===== src/rtl/assert_macros.svh =====
// ============================================================================
// assert_macros.svh
// Assertion helpers shared by the rasterizer RTL; empty for synthesis.
// ============================================================================
`ifndef ASSERT_MACROS_SVH
`define ASSERT_MACROS_SVH

`ifndef SYNTHESIS

// Invariant sampled on every clock edge outside reset.
`define RPDR_ASSERT(lbl, prop, msg) \
    lbl: assert property (@(posedge clk) disable iff (!rst_n) (prop)) else $error(msg);

// Same-cycle implication.
`define RPDR_ASSERT_IMP(lbl, ante, cons, msg) \
    lbl: assert property (@(posedge clk) disable iff (!rst_n) (ante) |-> (cons)) else $error(msg);

// Next-cycle implication.
`define RPDR_ASSERT_NXT(lbl, ante, cons, msg) \
    lbl: assert property (@(posedge clk) disable iff (!rst_n) (ante) |=> (cons)) else $error(msg);

`else

`define RPDR_ASSERT(lbl, prop, msg)
`define RPDR_ASSERT_IMP(lbl, ante, cons, msg)
`define RPDR_ASSERT_NXT(lbl, ante, cons, msg)

`endif

`endif


===== src/rtl/rpdr_pkg.sv =====
// ============================================================================
// rpdr_pkg
// Shared types, codes and constants of the point density rasterizer.
// ============================================================================
package rpdr_pkg;

    localparam int BINS_PER_ROW = 4;
    localparam int BINS_PER_COL = 2;

    // Last cycle of the projection/binning pipeline, counted from zero
    localparam logic [2:0] PIPE_LAST = 3'd6;

    localparam logic [18:0] THR_MAGENTA = 19'd10000;
    localparam logic [18:0] THR_RED     = 19'd3010;
    localparam logic [18:0] THR_YELLOW  = 19'd1000;
    localparam logic [18:0] THR_GREEN   = 19'd301;
    localparam logic [18:0] THR_CYAN    = 19'd100;
    localparam logic [18:0] THR_WHITE   = 19'd30;

    typedef enum logic [1:0] {
        REQ_PLOT  = 2'd0,
        REQ_READ  = 2'd1,
        REQ_CLEAR = 2'd2,
        REQ_NONE  = 2'd3
    } req_t;

    typedef enum logic [2:0] {
        CFG_COS_THETA = 3'd0,
        CFG_SIN_THETA = 3'd1,
        CFG_COS_PHI   = 3'd2,
        CFG_SIN_PHI   = 3'd3,
        CFG_RANGE_MIN = 3'd4,
        CFG_X_SCALE   = 3'd5,
        CFG_Y_SCALE   = 3'd6,
        CFG_PLOT_COLS = 3'd7
    } cfg_idx_t;

    typedef enum logic [2:0] {
        COLOR_NONE    = 3'd0,
        COLOR_WHITE   = 3'd1,
        COLOR_CYAN    = 3'd2,
        COLOR_GREEN   = 3'd3,
        COLOR_YELLOW  = 3'd4,
        COLOR_RED     = 3'd5,
        COLOR_MAGENTA = 3'd6
    } color_t;

    typedef enum logic [3:0] {
        ST_INIT,
        ST_IDLE,
        ST_CALC,
        ST_BIN_RD,
        ST_BIN_WR,
        ST_CELL_RD,
        ST_CELL_DRAIN,
        ST_CLEAR,
        ST_FIN
    } state_t;

    typedef struct packed {
        logic [1:0]         req_type;
        logic signed [31:0] coord_x;
        logic signed [31:0] coord_y;
        logic signed [31:0] coord_z;
        logic [6:0]         cell_col;
        logic [4:0]         cell_row;
    } item_t;

    typedef struct packed {
        logic        in_range;
        logic [7:0]  cell_code;
        logic [2:0]  color_class;
        logic [18:0] cell_total;
    } result_t;

    typedef struct packed {
        logic cap;       // capture the request
        logic clr_we;    // zero the store entry under the sweep counter
        logic rd_issue;  // read the next bin of the cell
        logic bin_we;    // write back the incremented bin
        logic fin;       // load the result and strobe it
    } cmd_t;

    typedef struct packed {
        logic bin_ok;
        logic cell_ok;
        logic clr_last;
        logic k_last;
    } status_t;

    function automatic color_t color_of(input logic [18:0] total);
        color_t c;
        if (total > THR_MAGENTA)     c = COLOR_MAGENTA;
        else if (total > THR_RED)    c = COLOR_RED;
        else if (total > THR_YELLOW) c = COLOR_YELLOW;
        else if (total > THR_GREEN)  c = COLOR_GREEN;
        else if (total > THR_CYAN)   c = COLOR_CYAN;
        else if (total > THR_WHITE)  c = COLOR_WHITE;
        else                         c = COLOR_NONE;
        return c;
    endfunction

endpackage


===== src/rtl/rpdr_ctrl.sv =====
// ============================================================================
// rpdr_ctrl
// Sequencer: clearing sweep, plot pipeline wait, bin update, cell read.
// ============================================================================
`include "assert_macros.svh"

module rpdr_ctrl (
    input  logic             clk,
    input  logic             rst_n,
    input  logic             start,
    input  logic [1:0]       req_type,
    input  rpdr_pkg::status_t status,
    output rpdr_pkg::cmd_t   cmd,
    output logic             busy
);
    import rpdr_pkg::*;

    state_t     state_reg, state_next;
    logic [2:0] cnt_reg, cnt_next;

    always_ff @(posedge clk or negedge rst_n)
    begin
        if (!rst_n)
        begin
            state_reg <= ST_INIT;
            cnt_reg   <= 3'd0;
        end
        else
        begin
            state_reg <= state_next;
            cnt_reg   <= cnt_next;
        end
    end

    // Next state
    always_comb
    begin
        state_next = state_reg;
        cnt_next   = 3'd0;
        case (state_reg)
            ST_INIT:
            begin
                if (status.clr_last) state_next = ST_IDLE;
            end
            ST_IDLE:
            begin
                if (start)
                begin
                    case (req_type)
                        REQ_PLOT:  state_next = ST_CALC;
                        REQ_READ:  state_next = ST_CELL_RD;
                        REQ_CLEAR: state_next = ST_CLEAR;
                        default:   state_next = ST_FIN;
                    endcase
                end
            end
            ST_CALC:
            begin
                cnt_next = cnt_reg + 3'd1;
                if (cnt_reg == PIPE_LAST) state_next = ST_BIN_RD;
            end
            ST_BIN_RD:     state_next = status.bin_ok ? ST_BIN_WR : ST_FIN;
            ST_BIN_WR:     state_next = ST_FIN;
            ST_CELL_RD:
            begin
                if (!status.cell_ok)    state_next = ST_FIN;
                else if (status.k_last) state_next = ST_CELL_DRAIN;
            end
            ST_CELL_DRAIN: state_next = ST_FIN;
            ST_CLEAR:
            begin
                if (status.clr_last) state_next = ST_FIN;
            end
            ST_FIN:        state_next = ST_IDLE;
            default:       state_next = ST_INIT;
        endcase
    end

    // Outputs
    always_comb
    begin
        cmd          = '0;
        cmd.cap      = (state_reg == ST_IDLE) && start;
        cmd.clr_we   = (state_reg == ST_INIT) || (state_reg == ST_CLEAR);
        cmd.rd_issue = (state_reg == ST_CELL_RD) && status.cell_ok;
        cmd.bin_we   = (state_reg == ST_BIN_WR);
        cmd.fin      = (state_reg == ST_FIN);
        busy         = (state_reg != ST_IDLE);
    end

    `RPDR_ASSERT_NXT(a_accept_busy, start && (state_reg == ST_IDLE), busy, "accept did not raise busy")
    `RPDR_ASSERT_NXT(a_fin_idle, cmd.fin, state_reg == ST_IDLE, "no return to idle after result")
    `RPDR_ASSERT(a_wr_excl, !(cmd.clr_we && cmd.bin_we), "clear and bin write collide")
    `RPDR_ASSERT_IMP(a_bin_wr_order, cmd.bin_we, $past(state_reg) == ST_BIN_RD, "bin write without read")

endmodule


===== config.mk =====
export PLATFORM = sky130hd
export DESIGN_NAME = rpdr_ctrl
export DESIGN_NICKNAME = d
export VERILOG_FILES = /design/src/rtl/rpdr_pkg.sv /design/src/rtl/rpdr_ctrl.sv
export VERILOG_INCLUDE_DIRS = /design/src /design/src/rtl
export SDC_FILE = /design/constraint.sdc
export NUM_CORES = 1
export LEC_CHECK = 0
export BUFFER_PORTS_ARGS = -buffer_cell sky130_fd_sc_hd__buf_2
export CAP_MARGIN = 25
export CORE_AREA = 2 2 39 41
export DETAILED_ROUTE_END_ITERATION = 8
export DIE_AREA = 0 0 41 43
export PLACE_DENSITY_LB_ADDON = 0.15
export SLEW_MARGIN = 15
export SYNTH_ARGS = -nofsm -noshare
export SYNTH_HDL_FRONTEND = slang
export SYNTH_SLANG_ARGS = --single-unit

===== constraint.sdc =====
create_clock -name clk -period 2.2 [get_ports clk]
set_input_delay 0.66 -clock clk [delete_from_list [all_inputs] [get_ports clk]]
set_output_delay 0.66 -clock clk [all_outputs]
set_load 0.05 [all_outputs]

== Yosys cells after proc, flatten, opt, wreduce, memory -nomap -nowiden ==
Cells that the tools add are included.
W data, S select, Z words.
Storage, ports and cells
  output and inout bits: 6
  word-level logic and storage cells: 37
  register bits: 7
  input bits: 9
Cells by class
  reduce and logical (&&, ||, !) cells: 7
  equal/unequal tests: 17
  add/subtract/negate cells: 1
  muxes and demuxes: 10
Operator list (count)
  $pmux W4 S8: 1
  $mux W4: 7
  $eq A4 B3 Y1 const B: 4
  $pmux W4 S3: 1
  $eq A4 B2 Y1 const B: 2
  $ne A2 B2 Y1 const B: 4
  $reduce_and A5 Y1: 1
  $eq A4 B1 Y1 const B: 1
  $eq A4 B4 Y1 const B: 1
  $logic_not A4 Y1: 1
  $ne A4 B1 Y1 const B: 1
  $add A3 B1 Y3 const B: 1
  $eq A3 B3 Y1 const B: 1
  $mux W3: 1
  $ne A3 B3 Y1 const B: 1
  $eq A2 B1 Y1 const B: 1
  $eq A2 B2 Y1 const B: 1
  $logic_and A1 B1 Y1: 2
  $logic_not A2 Y1: 1
  $reduce_or A2 Y1: 1
  $logic_or A1 B1 Y1: 1

== Logic depth before layout (Yosys ltp) ==
  word-level depth: 4
  gate-level depth with buffers: 6
  depth with buffers taken out: 6

== Least setup slack after synthesis ==
OpenSTA, ideal clock, no wires.
  path kind: reg-to-output
  start point: register state_reg[0]
  end point: output cmd[3] in the netlist's numbering
  stages on the path, launching flop included: 4
  buffers on the path: 1
  arrival time: 1.684 ns
  slack: -0.144 ns
  data required time: 1.540 ns
  path through: dfrtp_1 -> buf_2 -> or3_4 -> a21oi_1
RTL lines
  start: declaration: RTL line rpdr_ctrl.sv:18  | state_t state_reg, state_next;
  start signal: assignment: RTL line rpdr_ctrl.sv:30  | state_reg <= state_next;
  end: declaration: RTL line rpdr_ctrl.sv:13  | output rpdr_pkg::cmd_t cmd,

== Worst setup path after layout ==
  start point: register state_reg[1]
  end point: output busy
On the way
  longest elaborated chain between the ends: 1
Ends and longest elaborated chain
  $ne A4 B1 Y1: RTL line rpdr_ctrl.sv:88  | busy = (state_reg != ST_IDLE);
  end: declaration: RTL line rpdr_ctrl.sv:14  | output logic busy
No other way between the ends.

==> flow_metrics.py <==
metrics = {
    "clock_tree": {
        "clock_tree.root_cell": "clkbuf_4",
        "clock_pin_slew_of_the_registers_on_the_worst_case_setup_and_hold_paths_ns": 0.05,
        "cts_buffer_depth": 2,
        "h_tree_depth_reported_by_cts": 1,
        "worst_skew_pair_later_pin_latency_ns": 0.25,
        "cts_buffers": 3,
        "tritoncts": "done",
        "cts.sink_count": 7,
        "cts_hold_buf": 0,
    },
    "yosys": {
        "synth.yosys.warnings": 0,
        "proportion_of_synthesized_chip_area_in_sequential_cells": 0.2800,
        "ys_ff_latch": 7,
        "synth_cell_type_count": 35,
        "ys_top_cells_by_area": "dfrtp_1 28%, ha_1 10%, nor2_1 6.6%, buf_6 5.4%, inv_1 4.2%",
        "yosys.area.top_type": "dfrtp_1",
        "synth_fp_nets": 84,
        "ys_dominant_reg_cell": "dfrtp_1",
        "postSynthAreaPerCell_sq_um": 8.937,
        "synth_area_sq_um": 625.6,
        "synth_enable_flop_cells": 0,
        "async_reset_ff_frac": 1.000,
        "syn_inst": 70,
        "synth.top_cell.area_share": 0.2800,
    },
    "global_routing": {
        "grt.total_usage": 0.1768,
        "grt.overflow.total": 0,
        "pin_count_of_the_biggest_net_entering_global_routing": 12,
        "grt_antenna_before_repair": 0,
        "first_global_vias": 489,
        "grt_pass1_wl_microns": 2070,
    },
    "final_layout": {
        "multi_input_area_sq_um": 386.6,
        "regArea_sq_um": 177.7,
        "stdcell_count": 102,
        "antenna_cells_inserted": 0,
        "largest_reg_flops": 4,
        "design.final.nets": 101,
        "final.fill_count": 135,
        "post-route-cell-area_sq_um": 747.0,
        "utilization": 0.5398,
        "synthToLayoutAreaGrowth_pct": 19.40,
        "fraction_of_final_layout_cells_sized_beyond_drive_strength_1": 0.3837,
    },
    "die": {
        "dieArea_sq_mm": 0.001763,
        "die-height_microns": 43,
        "initial_core_util": 0.4521,
        "die_width_microns": 41,
        "rows": 14,
        "placeable_core_region_sq_mm": 0.001384,
        "io_pins": 15,
    },
    "placed_design": {
        "dp.cells": 96,
        "port_buffers": 14,
        "post_detailed_placement_cell_area_sq_um": 683.2,
        "detailed_place_hpwl_microns": 958.4,
        "gpl.final_weighted_congestion": 0.7316,
    },
    "routing": {
        "wl_per_cell_microns": 12.32,
        "vias_per_cell": 5.294,
        "finalWirelength_microns": 1257,
        "detail_route.drc_violations": 0,
        "vias": 540,
        "final_antenna_net_count": 0,
        "first_pass_iters": 4,
        "detailedRoute.firstIterationViolations": 6,
    },
    "job": {
        "maxCapViolCount": 0,
    },
    "setup_path": {
        "crit_path_top_delay_cell": "or4b_4",
        "setup.worst_path.start_class": "register",
        "cp_data_required_time_ns": 1.54,
        "worst_ep_arrival_ns": 1.50,
        "cp-end-kind": "output port",
        "cp_cell_sequence": "or4b_4, buf_6",
        "worstSetupPathType": "reg -> out",
        "critical-path-max-stage-delay_ns": 0.60,
        "worst-path-max-fanout": 10,
    },
    "timing": {
        "fmaxAchievable_mhz": 462.0,
        "final_min_period_over_clock_period": 0.9839,
        "worst_rel_slew_slack": 0.8072,
        "timing_worst_slew_pin_value_ns": 0.2893,
        "worst_clock_skew_ns": 0.006908,
        "min_period_ns": 2.165,
        "final_report_max_slew_violation_count": 0,
        "finalSetupViolCount": 0,
        "final-hold-violation-count": 0,
    },
    "power_and_ir_drop": {
        "power_density_mw_per_mm2": 1402,
        "max-vdd-ir-drop_mv": 0.6781,
        "total_leakage_power_nw": 0.3694,
        "p_total_mw": 1.047,
    },
    "outcome": {
        "run_status": "finished, final reports clean",
    },
    "min_path": {
        "hold_class": "in -> async",
    },
}
repair_timing:
action / CTS / global route
setup endpoints to repair: 2 / 4
cloned: 0 / 0
buffers inserted: 0 / 2
resized for setup: 4 / 5
kinds of logic (layout without fill, tap and decap cells):
family                   Yosys count  count (layout)  share of synthesized area
AND/OR/NAND/NOR                   27              27                     0.2540
adder cells (fa/ha/maj)            5               5                     0.1000
flip-flops                         7               7                     0.2800
AO/OA/AOI/OAI                     16              16                     0.2020
multiplexers                       2               2                    0.03400
buffers and inverters             12              28                     0.1160
XOR/XNOR                           1               1                    0.01400
worst max-delay path, delay by kind of cell (launching register included):
| kind | cells | cell delay, ns |
|---|---|---|
| AND/OR/NAND/NOR | 1 | 0.60 |
| flip-flops | 1 | 0.47 |
| buffers and inverters | 1 | 0.18 |
cell usage in the layout (no fill, tap or decap), types with 2 or more instances in the layout:
cell type   n
nand2_1     2
nor2_1     10
buf_2      10
clkbuf_4    5
buf_6       2
o32a_1      2
dfrtp_1     5
buf_4       3
nand3_1     2
ha_1        5
dfrtp_2     2
o21ai_0     2
nor2b_2     2
a21oi_1     2
inv_1       7
cell usage after synthesis, types with 2 or more instances:
master and n:
a21oi_1 3, buf_6 3, dfrtp_1 7, ha_1 5, inv_1 7, nand2_1 2, nand3_1 2, nor2_1 11
nor2b_1 2, o21ai_0 2, o32a_1 2
metal layers:
layer / vias up / routed length, microns / track usage
met4: 0 / 23 / 0.1000
met1: 256 / 547 / 0.2140
met2: 9 / 667 / 0.2781
met5: - / 0 / 0
li1: 271 / - / -
met3: 4 / 19 / 0.03141
layout make-up:
type / instances / share of cell area
Clock buffer: 4 / 0.03518
Sequential cell: 7 / 0.2379
Inverter: 7 / 0.03518
Tap cell: 16 / 0.02680
Multi-Input combinational cell: 51 / 0.5176
Timing Repair Buffer: 17 / 0.1474
metrics by stage:
stage | setup slack, ns | hold WS [ns] | setup TNS [ns]
2_1_floorplan | 0.1154 | 0.3644 | 0
3_3_place_gp | 0.2359 | 0.4581 | 0
3_5_place_dp | 0.2186 | 0.4642 | 0
4_1_cts | 0.01568 | 0.2274 | 0
5_1_grt | -0.02171 | 0.2274 | -0.02171
6_report | 0.03535 | 0.2298 | 0
report_power, final:
part	total [mW]	internal, mW	switching, mW
Clock	0.114	0.0691	0.0451
Combinational	0.675	0.299	0.376
Sequential	0.258	0.176	0.0825
Total	1.05	0.544	0.504
path summary, 6_finish.rpt:
path	start	end	slack, ns	cells after the start
setup / recovery	state_reg[1]	busy	0.04	2
hold / removal	rst_n	cnt_reg[1]	0.23	1
setup reg to reg	state_reg[0]	state_reg[2]	0.49	4
hold reg to reg	cnt_reg[0]	cnt_reg[0]	0.46	1
max in group asynchronous	rst_n	state_reg[0]	1.80	1
min in group clk	cnt_reg[0]	cnt_reg[0]	0.46	1
Note: power is estimated with default switching activity, not from simulation.
